<file path="config.mk">
export PLATFORM = sky130hd
export DESIGN_NAME = fgpo_cmod
export DESIGN_NICKNAME = d
export VERILOG_FILES = /design/src/sv/fgpo_cmod.sv
export SDC_FILE = /design/constraint.sdc
export NUM_CORES = 1
export LEC_CHECK = 0
export ABC_AREA = 1
export BUFFER_PORTS_ARGS = -buffer_cell sky130_fd_sc_hd__buf_2
export CAP_MARGIN = 10
export CORE_MARGIN = 2
export CORE_UTILIZATION = 25
export CTS_BUF_LIST = sky130_fd_sc_hd__clkbuf_4 sky130_fd_sc_hd__clkbuf_8 sky130_fd_sc_hd__clkbuf_16
export CTS_CLUSTER_SIZE = 25
export DETAILED_ROUTE_END_ITERATION = 12
export GPL_TIMING_DRIVEN = 0
export RECOVER_POWER = 100
export SLEW_MARGIN = 20
export SYNTH_ARGS = -nofsm -noshare
export SYNTH_HDL_FRONTEND = slang
export SYNTH_SLANG_ARGS = --single-unit
</file>
<file path="constraint.sdc">
create_clock -name clk -period 6.9 [get_ports clk]
set_input_delay 1.38 -clock clk [delete_from_list [all_inputs] [get_ports clk]]
set_output_delay 1.38 -clock clk [all_outputs]
set_load 0.05 [all_outputs]
</file>
<file path="src/sv/fgpo_cmod.sv">
// Two-stage remainder by a constant: reciprocal multiply, then one
// compare-and-subtract correction. No dependencies.
module fgpo_cmod #(
    parameter int W   = 16,
    parameter int DIV = 56
) (
    input  logic                   clk,
    input  logic [W-1:0]           v_in,
    output logic [$clog2(DIV)-1:0] r_out
);

    localparam int RW = $clog2(DIV);
    localparam int XW = (W > RW + 1) ? W : RW + 1;
    localparam longint unsigned RECIP = (64'd1 << W) / DIV;
    localparam logic [W-1:0] RECIP_W = W'(RECIP);

    logic [2*W-1:0] prod;
    logic [W-1:0]   q_reg;
    logic [W-1:0]   v_reg;
    logic [XW-1:0]  qd;
    logic [XW-1:0]  diff;
    logic [XW-1:0]  rem;
    logic [RW-1:0]  r_reg;

    // estimate is floor or floor-1, so one correction suffices
    assign prod = {{W{1'b0}}, v_in} * {{W{1'b0}}, RECIP_W};
    assign qd   = XW'(q_reg) * XW'(DIV);
    assign diff = XW'(v_reg) - qd;
    assign rem  = (diff >= XW'(DIV)) ? diff - XW'(DIV) : diff;

    always_ff @(posedge clk)
    begin
        q_reg <= prod[2*W-1:W];
        v_reg <= v_in;
        r_reg <= RW'(rem);
    end

    assign r_out = r_reg;

endmodule

</file>
==> insert_results.sql, run 1 <==
INSERT INTO impl_metrics (metric_group, metric, value, unit) VALUES
('status', 'outcome', 'finished, final reports clean', ''),
('sta', 'drv_slew', '0', ''),
('global_routing', 'grt_pass1_vias', '3555', ''),
('die', 'fp-row-count', '48', ''),
('setup_path', 'arrival', '4950', 'ps'),
('setup_path', 'critical_path.endpoint_type', 'flop', ''),
('detailed_routing', 'via_per_inst', '4.24', ''),
('setup_path', 'crit-reg2reg-capture', 'r_out[3]', ''),
('clock_network', 'cts.sinks', '33', ''),
('detailed_routing', 'drc_errors', '0', ''),
('sta', 'finalCriticalPeriod', '4770', 'ps'),
('global_routing', 'global_route_wire_length_before_repair', '15.5', 'mm'),
('yosys', 'synth_warnings', '0', ''),
('clock_network', 'max-clock-path-buffers', '2', ''),
('detailed_routing', 'routed_wire_length_per_instance', '10.8', 'um'),
('die', 'design.die.area', '18500', 'um^2'),
('setup_path', 'timing.critical_path.fanout_max', '4', ''),
('yosys', 'syn_area_per_cell', '7.56', 'um^2'),
('setup_path', 'r2r_worst_path_depth', '23', ''),
('clock_network', 'cts_root_buffer', 'clkbuf_16', ''),
('die', 'design.core.area', '17200', 'um^2'),
('clock_network', 'post_cts_setup_driven_buffer_insertion_count', '0', ''),
('detailed_routing', 'detailedRoute.firstPassIterationCount', '4', ''),
('sta', 'pin_slew_with_the_least_headroom_to_its_limit', '592', 'ps'),
('worst_hold_path', 'worstHoldPathCells', '0', ''),
('global_routing', 'globalRoute.totalOverflow', '0', ''),
('sta', 'finalSetupViolCount', '0', ''),
('sta', 'rsz0062_at_grt', 'false', ''),
('run', 'max-cap-violations', '0', ''),
('layout', 'instances_no_fill', '831', ''),
('global_routing', 'grt_max_degree', '13', ''),
('yosys', 'synth.lib_cells_used.distinct', '30', ''),
('setup_path', 'critical_path_required', '7080', 'ps'),
('detailed_routing', 'detailroute.via_count', '3522', ''),
('layout', 'multi_input_logic_area', '3170', 'um^2'),
('clock_network', 'cts_inserted_buffers', '5', ''),
('placed_design', 'place.gp.congestion', '0.872', ''),
('detailed_routing', 'antenna_violating_nets_post_route', '0', ''),
('clock_network', 'cts.reportedPaths.clkPinSlew', '60', 'ps'),
('yosys', 'synth_top_cells_by_area', 'ha_1, dfxtp_1, fa_1', ''),
('yosys', 'syn-num-nets', '712', ''),
('sta', 'min_period_over_period', '69.2', '%'),
('yosys', 'synthesized_instance_count', '576', ''),
('detailed_routing', 'first_iter_violations', '87', ''),
('layout', 'num-nets-final', '741', ''),
('layout', 'post_route_cells_drive_above_1_share', '5.61', '%'),
('setup_path', 'worstReg2RegStart', 'q_reg[4]', ''),
('placed_design', 'post-dp-hpwl', '7.89', 'mm'),
('layout', 'largest_register_ffs', '16', ''),
('die', 'ioPinCount', '23', ''),
('clock_network', 'cts_tree', 'yes', ''),
('sta', 'totalNegativeSetupSlack', '0', 'ps'),
('clock_network', 'htree_levels', '2', ''),
('layout', 'fillers', '1925', ''),
('layout', 'diodes', '0', ''),
('die', 'die-height', '136', 'um'),
('worst_hold_path', 'holdCritPathClass', 'reg -> reg', ''),
('yosys', 'syn-cell-area', '4360', 'um^2'),
('clock_network', 'ctsResizeCount', '0', ''),
('die', 'initial_core_util', '25.4', '%'),
('global_routing', 'antenna_found_initial', '0', ''),
('global_routing', 'track_usage', '10.5', '%'),
('yosys', 'synth_top_cell_by_area', 'ha_1', ''),
('worst_hold_path', 'hold_path_startpoint', 'v_reg[0]', ''),
('layout', 'area.sequential', '661', 'um^2'),
('sta', 'max_freq', '210', 'MHz'),
('worst_hold_path', 'hold_path_end', 'r_out[0]', ''),
('clock_network', 'cts.hold.buffers_added', '0', ''),
('setup_path', 'crit_path_start', 'v_in[4]', ''),
('sta', 'slew_headroom', '60.7', '%'),
('yosys', 'synth_seq_area_share', '15.2', '%'),
('setup_path', 'timing.reg2reg.setup_slack', '3120', 'ps'),
('yosys', 'synth-seq-cells', '33', ''),
('clock_network', 'clk_latency', '280', 'ps'),
('placed_design', 'dp.cells', '823', ''),
('yosys', 'post-synth-top-area-fraction', '25.0', '%'),
('layout', 'areaGrowthSynthToFinish', '12.3', '%'),
('placed_design', 'port-buffer-count', '22', ''),
('sta', 'finClkSkew', '5.26', 'ps'),
('detailed_routing', 'wirelength', '8.98', 'mm'),
('setup_path', 'timing.setup.critical_path_class', 'in -> reg', ''),
('die', 'dieWidth', '136', 'um'),
('setup_path', 'timing.critical_path.from_type', 'input pin', ''),
('sta', 'hold_viol', '0', '');
==> layout make-up <==
type                       count  area share, %
clock inverter                 3          0.947
timing repair buffer          22           1.74
tap                          225           5.76
sequential                    33           13.5
inverter                     139           10.7
multi-input combinational    404           64.8
clock buffer                   5           2.56
==> logic make-up after synthesis <==
family,Yosys count,share of synthesized area (%)
buffers and inverters,139,12.0
DFF,33,15.2
adders and majority gates,119,39.7
xor gates and xnor gates,21,4.22
AOI/OAI and AO/OA,58,7.61
and+or+nand+nor,206,21.3
==> worst max-delay path by stage <==
| stage | end | slack, ps | cells past startpoint |
|---|---|---|---|
| CTS | q_reg[8] | 2190 | 19 |
| finish | q_reg[8] | 2130 | 19 |
| global route | q_reg[8] | 1850 | 19 |
| floorplan | q_reg[8] | 2410 | 18 |
| global placement | q_reg[8] | 1900 | 19 |
| detailed placement | q_reg[8] | 1910 | 19 |
==> cell usage after synthesis (all sizes together) <==
library cell,count
inv,139
nor3b,1
fa,32
o31ai,2
xor2,14
nor4,1
a41oi,1
nor3,2
nand3b,5
ha,87
a31oi,1
nand4,10
o221ai,2
o21a,2
nand3,29
o21ai,9
nand2,127
a21o,1
xnor2,7
o21bai,4
nor2,31
o211ai,1
a21oi,35
dfxtp,33
==> critical path: stages <==
cell and delay, ps:
clkbuf_1 140, ha_1 330, inv_1 60, fa_1 560, inv_1 60, ha_1 310
inv_1 60, fa_1 500, inv_1 40, ha_1 280, nand2_1 100, inv_1 90
nand3_1 100, nor3_1 280, a21oi_1 180, o21bai_1 240, nand2_1 100, nand3_1 80
nand2_1 60
==> metrics by stage <==
stage / worst slack, ps / hold slack, ps / util, % / cell area [um^2]
2_1_floorplan: 2410 / 310 / - / 4360
3_3_place_gp: 1900 / 310 / 27.6 / 4750
3_5_place_dp: 1910 / 314 / 27.6 / 4750
4_1_cts: 2190 / 327 / 28.6 / 4920
5_1_grt: 1850 / 342 / 28.5 / 4890
6_report: 2130 / 325 / 28.5 / 4890
==> metal layers <==
metal,share of wire [%],GRT usage (%),wire [um],vias to the layer above
li1,-,-,-,1868
met1,49,12.8,4390,1622
met2,48,19.2,4300,22
met3,2.0,1.57,177,10
met4,1.3,2.60,120,0
met5,0,0,0,-
==> layout by cell type (no fill, tap or decap) <==
cell,count
nand3b_1,5
buf_2,2
a21oi_2,1
clkbuf_1,20
nor4_1,1
clkinv_4,1
nor3_1,2
clkbuf_16,5
nand4_1,9
nor3b_2,1
bufinv_16,1
o31ai_1,2
xnor2_1,7
dfxtp_1,33
nand2_2,10
nor2_2,5
a31oi_1,1
inv_1,136
nand3_1,26
a41oi_1,1
xor2_1,14
inv_2,3
o211ai_1,1
ha_1,87
o21a_1,2
nor2_1,26
o21bai_1,4
a21oi_1,34
clkinvlp_4,1
fa_1,32
nand3_2,3
nand2_1,117
o21ai_0,9
o221ai_1,2
a21o_1,1
nand4_2,1
Power of run 1 is left out: the tool's default activity adds up to more than one toggle a clock period on the data nets, which glitch-free logic cannot reach.
==> run 2, diff against run 1 <==
--- a/config.mk
+++ b/config.mk
@@ -5,7 +5,7 @@
 export SDC_FILE = /design/constraint.sdc
 export NUM_CORES = 1
 export LEC_CHECK = 0
-export ABC_AREA = 1
+export ABC_AREA = 0
 export BUFFER_PORTS_ARGS = -buffer_cell sky130_fd_sc_hd__buf_2
 export CAP_MARGIN = 10
 export CORE_MARGIN = 2
==> constraint.sdc (replaced) <==
create_clock -name clk -period 3.87 [get_ports clk]
set_input_delay 0.774 -clock clk [delete_from_list [all_inputs] [get_ports clk]]
set_output_delay 0.774 -clock clk [all_outputs]
set_load 0.05 [all_outputs]
==> insert_results.sql, run 2 <==
INSERT INTO impl_metrics (metric_group, metric, value, unit) VALUES
('setup_path', 'timing.critical_path.from_type', 'input pin', ''),
('yosys', 'synth-seq-cells', '33', ''),
('clock_network', 'cts_inserted_buffers', '5', ''),
('worst_hold_path', 'holdCritPathClass', 'reg -> reg', ''),
('yosys', 'synthesized_instance_count', '428', ''),
('die', 'ioPinCount', '23', ''),
('sta', 'drv_slew', '0', ''),
('global_routing', 'antenna_found_initial', '0', ''),
('sta', 'min_period_over_period', '104', '%'),
('global_routing', 'global_route_wire_length_before_repair', '13.5', 'mm'),
('placed_design', 'dpl_cell_area', '4380', 'um^2'),
('sta', 'timing.hold.ws', '326', 'ps'),
('sta', 'rsz0062_at_grt', 'true', ''),
('clock_network', 'cts.reportedPaths.clkPinSlew', '60', 'ps'),
('clock_network', 'htree_levels', '2', ''),
('sta', 'slew_headroom', '61.6', '%'),
('die', 'die-height', '128', 'um'),
('run', 'max-cap-violations', '0', ''),
('yosys', 'dominantRegCellSynth', 'dfxtp_1', ''),
('yosys', 'synth.top_cells.by_count', 'inv_1, ha_1, dfxtp_1, fa_1, a21oi_1', ''),
('clock_network', 'cts_tree', 'yes', ''),
('clock_network', 'cts.hold.buffers_added', '0', ''),
('global_routing', 'grt_pass1_vias', '3069', ''),
('detailed_routing', 'wirelength', '8.41', 'mm'),
('layout', 'areaGrowthSynthToFinish', '33.2', '%'),
('setup_path', 'timing.setup.critical_path_class', 'in -> reg', ''),
('yosys', 'synth_top_cell_by_area', 'ha_1', ''),
('sta', 'max_freq', '247', 'MHz'),
('placed_design', 'port-buffer-count', '22', ''),
('detailed_routing', 'detailroute.via_count', '2990', ''),
('setup_path', 'critical_path.endpoint_type', 'flop', ''),
('clock_network', 'max-clock-path-buffers', '2', ''),
('layout', 'post_route_cells_drive_above_1_share', '30.3', '%'),
('placed_design', 'dp.cells', '638', ''),
('layout', 'final_common_cell', 'inv_1', ''),
('yosys', 'syn-cell-area', '3870', 'um^2'),
('yosys', 'synth.lib_cells_used.distinct', '50', ''),
('yosys', 'post-synth-top-area-fraction', '28.1', '%'),
('yosys', 'syn-num-nets', '564', ''),
('sta', 'finalCriticalPeriod', '4040', 'ps'),
('status', 'outcome', 'finished, violations left', ''),
('sta', 'finalSetupViolCount', '7', ''),
('detailed_routing', 'first_iter_violations', '127', ''),
('yosys', 'syn_area_per_cell', '9.05', 'um^2'),
('placed_design', 'post-dp-hpwl', '6.72', 'mm'),
('placed_design', 'place.gp.congestion', '0.872', ''),
('clock_network', 'clk_latency', '280', 'ps'),
('die', 'design.die.area', '16500', 'um^2'),
('yosys', 'synth_warnings', '0', ''),
('detailed_routing', 'routed_wire_length_per_instance', '12.6', 'um'),
('yosys', 'synth_enable_flop_cells', '0', ''),
('layout', 'largest_register_ffs', '16', ''),
('die', 'fp-row-count', '45', ''),
('yosys', 'synth_async_sr_flop_share', '0', '%'),
('setup_path', 'arrival', '4210', 'ps'),
('sta', 'finClkSkew', '3.54', 'ps'),
('sta', 'totalNegativeSetupSlack', '-563', 'ps'),
('clock_network', 'cts.sinks', '33', ''),
('global_routing', 'grt_max_degree', '13', ''),
('global_routing', 'track_usage', '10.2', '%'),
('layout', 'diodes', '0', ''),
('yosys', 'synth_top_cells_by_area', 'ha_1, dfxtp_1, fa_1', ''),
('setup_path', 'timing.critical_path.fanout_max', '3', ''),
('die', 'dieWidth', '128', 'um'),
('die', 'initial_core_util', '25.6', '%'),
('sta', 'pin_slew_with_the_least_headroom_to_its_limit', '571', 'ps'),
('die', 'design.core.area', '15100', 'um^2'),
('clock_network', 'cts_root_buffer', 'clkbuf_16', ''),
('global_routing', 'globalRoute.totalOverflow', '0', ''),
('detailed_routing', 'detailedRoute.firstPassIterationCount', '4', ''),
('yosys', 'most_numerous_cell_in_the_yosys_netlist', 'inv_1', ''),
('sta', 'final_critical_path_setup_slack', '-174', 'ps'),
('detailed_routing', 'via_per_inst', '4.46', ''),
('setup_path', 'critical_path_required', '4040', 'ps'),
('yosys', 'synth_seq_area_share', '17.1', '%'),
('status', 'failing_checks', 'negative setup slack', ''),
('detailed_routing', 'antenna_violating_nets_post_route', '0', ''),
('layout', 'final_design_area_no_fill', '5160', 'um^2'),
('layout', 'num-nets-final', '617', ''),
('detailed_routing', 'drc_errors', '0', ''),
('layout', 'commonest_cells_after_routing_fill_and_taps_aside', 'inv_1, ha_1, fa_1, dfxtp_1, buf_4', ''),
('layout', 'instances_no_fill', '670', ''),
('sta', 'hold_viol', '0', '');
run 2: metrics by stage:
| step | setup slack [ps] | utilization, % |
|---|---|---|
| floorplan | -81.1 | - |
| finish | -174 | 34.1 |
| global placement | -531 | 28.9 |
| global route | -275 | 34.1 |
| detailed placement | -597 | 28.9 |
| CTS | -169 | 31.7 |
run 2: final timing paths:
kind	from	end	slack, ps	depth (start not counted)
worst max register to register	q_reg[2]	r_out[4]	-60	16
worst min register to register	v_reg[0]	r_out[0]	330	0
worst max-delay path	v_in[4]	q_reg[10]	-170	18
worst min-delay path	v_reg[0]	r_out[0]	330	0
run 2: timing repair:
action | CTS | global route
pin swaps | 24 | 48
setup endpoints to repair | 8 | 13
buffers inserted | 8 | 16
gates resized for setup | 34 | 59
run 2: kinds of logic (layout without fill, tap and decap cells):
logic type	after synthesis	after routing	share of synthesized area [%]
AOI/OAI and AO/OA	74	74	12.1
and+or+nand+nor	74	74	9.69
xor gates and xnor gates	27	27	6.46
adders and majority gates	119	119	44.6
buffers and inverters	100	154	9.69
muxes	1	1	0.387
DFF	33	33	17.1
run 2: area by class of cell:
class | instances | area (um^2)
Fill cell | 1480 | 9990
Multi-Input combinational cell | 295 | 3310
Sequential cell | 33 | 674
Inverter | 100 | 378
Timing Repair Buffer | 46 | 363
Tap cell | 188 | 235
Clock buffer | 5 | 125
Clock inverter | 3 | 68.8
run 2: per-layer routing:
layer | vias to the layer above | wire, um | global-route usage, %
li1 | 1517 | - | -
met1 | 1425 | 3490 | 10.9
met2 | 33 | 4560 | 19.8
met3 | 15 | 157 | 1.58
met4 | 0 | 211 | 4.65
met5 | - | 0 | 0
run 2: worst max-delay path: stages:
cell and delay [ps]:
buf_8 110, ha_4 260, inv_2 30, fa_2 550, inv_2 50, ha_4 260
inv_2 40, fa_1 540, inv_2 60, ha_4 290, nand3_4 80, a311oi_4 280
nor3_4 80, a211oi_2 330, o31ai_2 110, o21bai_1 180, a21oi_2 90, xnor2_1 120
Power of run 2 is left out for the same reason.
==> run 3, diff against run 2 <==
--- a/config.mk
+++ b/config.mk
@@ -13,7 +13,6 @@
 export CTS_BUF_LIST = sky130_fd_sc_hd__clkbuf_4 sky130_fd_sc_hd__clkbuf_8 sky130_fd_sc_hd__clkbuf_16
 export CTS_CLUSTER_SIZE = 25
 export DETAILED_ROUTE_END_ITERATION = 12
-export GPL_TIMING_DRIVEN = 0
 export RECOVER_POWER = 100
 export SLEW_MARGIN = 20
 export SYNTH_ARGS = -nofsm -noshare
==> insert_results.sql, run 3 (synthesized netlist as in run 2, its figures left out) <==
INSERT INTO impl_metrics (metric_group, metric, value, unit) VALUES
('status', 'outcome', 'finished, violations left', ''),
('status', 'failing_checks', 'negative setup slack', ''),
('sta', 'rsz0062_at_grt', 'true', ''),
('die', 'dieWidth', '128', 'um'),
('worst_hold_path', 'worstHoldPathCells', '0', ''),
('setup_path', 'crit_path_start', 'v_in[1]', ''),
('sta', 'totalNegativeSetupSlack', '-227', 'ps'),
('die', 'design.die.area', '16500', 'um^2'),
('clock_network', 'cts.reportedPaths.clkPinSlew', '50', 'ps'),
('layout', 'final_design_area_no_fill', '5510', 'um^2'),
('global_routing', 'gr-max-usage-layer', 'met2', ''),
('detailed_routing', 'detailedRoute.firstPassIterationCount', '4', ''),
('global_routing', 'antenna_found_initial', '0', ''),
('detailed_routing', 'via_per_inst', '4.38', ''),
('placed_design', 'place.gp.congestion', '0.847', ''),
('layout', 'diodes', '0', ''),
('sta', 'finalSetupViolCount', '5', ''),
('detailed_routing', 'wirelength', '8.93', 'mm'),
('die', 'initial_core_util', '25.6', '%'),
('setup_path', 'r2r_worst_path_depth', '16', ''),
('setup_path', 'timing.critical_path.from_type', 'input pin', ''),
('die', 'fp-row-count', '45', ''),
('sta', 'final_critical_path_setup_slack', '-91.9', 'ps'),
('sta', 'finClkSkew', '7.15', 'ps'),
('layout', 'areaGrowthSynthToFinish', '42.2', '%'),
('clock_network', 'cts.sinks', '33', ''),
('detailed_routing', 'first_iter_violations', '112', ''),
('clock_network', 'cts_inserted_buffers', '5', ''),
('sta', 'hold_viol', '0', ''),
('global_routing', 'global_route.usage.met1', '13.3', '%'),
('layout', 'commonest_cells_after_routing_fill_and_taps_aside', 'inv_1, buf_4, ha_1', ''),
('global_routing', 'track_usage', '11.6', '%'),
('global_routing', 'globalRoute.totalOverflow', '0', ''),
('die', 'ioPinCount', '23', ''),
('setup_path', 'timing.setup.critical_path_class', 'in -> reg', ''),
('sta', 'min_period_over_period', '102', '%'),
('setup_path', 'critical_path_required', '4030', 'ps'),
('global_routing', 'grt_max_degree', '12', ''),
('placed_design', 'post-dp-hpwl', '7.55', 'mm'),
('clock_network', 'cts_root_buffer', 'clkbuf_16', ''),
('worst_hold_path', 'holdCritPathClass', 'reg -> reg', ''),
('global_routing', 'grt_util_met2', '22.0', '%'),
('global_routing', 'global_route_wire_length_before_repair', '15.3', 'mm'),
('layout', 'final_common_cell', 'inv_1', ''),
('detailed_routing', 'detailroute.via_count', '3157', ''),
('sta', 'pin_slew_with_the_least_headroom_to_its_limit', '599', 'ps'),
('layout', 'post_route_cells_drive_above_1_share', '34.3', '%'),
('layout', 'post_layout_utilization_of_the_core', '36.4', '%'),
('setup_path', 'worstReg2RegStart', 'q_reg[2]', ''),
('clock_network', 'clk_latency', '270', 'ps'),
('setup_path', 'critical_path.endpoint_type', 'flop', ''),
('die', 'design.core.area', '15100', 'um^2'),
('setup_path', 'crit-reg2reg-capture', 'r_out[4]', ''),
('sta', 'finalCriticalPeriod', '3960', 'ps'),
('layout', 'largest_register_ffs', '16', ''),
('layout', 'num-nets-final', '668', ''),
('setup_path', 'arrival', '4120', 'ps'),
('run', 'max-cap-violations', '0', ''),
('sta', 'drv_slew', '0', ''),
('clock_network', 'cts_tree', 'yes', ''),
('placed_design', 'dpl_cell_area', '4870', 'um^2'),
('sta', 'max_freq', '252', 'MHz'),
('setup_path', 'timing.critical_path.fanout_max', '3', ''),
('setup_path', 'cp-endpoint', 'q_reg[10]', ''),
('die', 'die-height', '128', 'um'),
('sta', 'slew_headroom', '60.2', '%'),
('detailed_routing', 'drc_errors', '0', ''),
('clock_network', 'htree_levels', '2', ''),
('global_routing', 'gr-usage-met3', '1.46', '%'),
('detailed_routing', 'routed_wire_length_per_instance', '12.4', 'um'),
('global_routing', 'grt_pass1_vias', '3438', ''),
('placed_design', 'port-buffer-count', '22', ''),
('detailed_routing', 'antenna_violating_nets_post_route', '0', ''),
('setup_path', 'timing.reg2reg.setup_slack', '-50', 'ps'),
('clock_network', 'max-clock-path-buffers', '2', '');
run 3: cell count changes in the layout (fill, tap and decap cells not counted), moves of 5 or more:
cell      change
inv_2         +6
a21oi_1       +5
clkbuf_1     +12
inv_1         -5
buf_4        +46
a21oi_2       -5
buf_2         -9
run 3: stage by stage:
step                hold WS [ps]  worst slack [ps]  std cells
detailed placement           317              -407        703
floorplan                    310             -81.1        428
CTS                          329             -70.1        717
global route                 346              -232        721
global placement             312              -389        703
finish                       326             -91.9        721
run 3: layout make-up:
cell class | count | area (um^2)
clock inverters | 2 | 37.5
repair buffers | 97 | 726
multi-input cells | 295 | 3330
well taps | 188 | 235
inverters | 100 | 375
fillers | 1451 | 9640
clock buffers | 6 | 139
flip-flops and latches | 33 | 667
run 3: worst min-delay path by stage:
stage / from / to / slack, ps
after floorplan: v_reg[0] / r_out[0] / 310
after global placement: v_reg[0] / r_out[0] / 310
after detailed placement: v_reg[2] / r_out[2] / 320
after CTS: v_reg[2] / r_out[2] / 330
after global routing: v_reg[0] / r_out[0] / 350
final: v_reg[2] / r_out[2] / 330
run 3: worst max-delay path, stage by stage:
cell	delay, ps
buf_2	120
ha_4	270
inv_2	30
fa_1	530
inv_2	60
ha_4	260
inv_2	30
fa_1	490
inv_2	50
ha_4	280
nand3_4	90
a311oi_4	300
nor3_4	90
a211oi_2	270
o31ai_2	100
o21bai_1	150
a21oi_1	90
xnor2_1	130
run 3: metal layers:
layer	vias up	routed length [um]
met2	34	4780
met1	1491	3820
met4	0	180
met5	-	0
li1	1620	-
met3	12	149
run 3: repair_timing:
item | CTS | global route
gates resized for setup | 59 | 31
pin swaps | 47 | 42
setup buffers | 6 | 4
hold buffers | 0 | 0
endpoints found under the setup margin | 7 | 12
Power of run 3 is left out for the same reason.
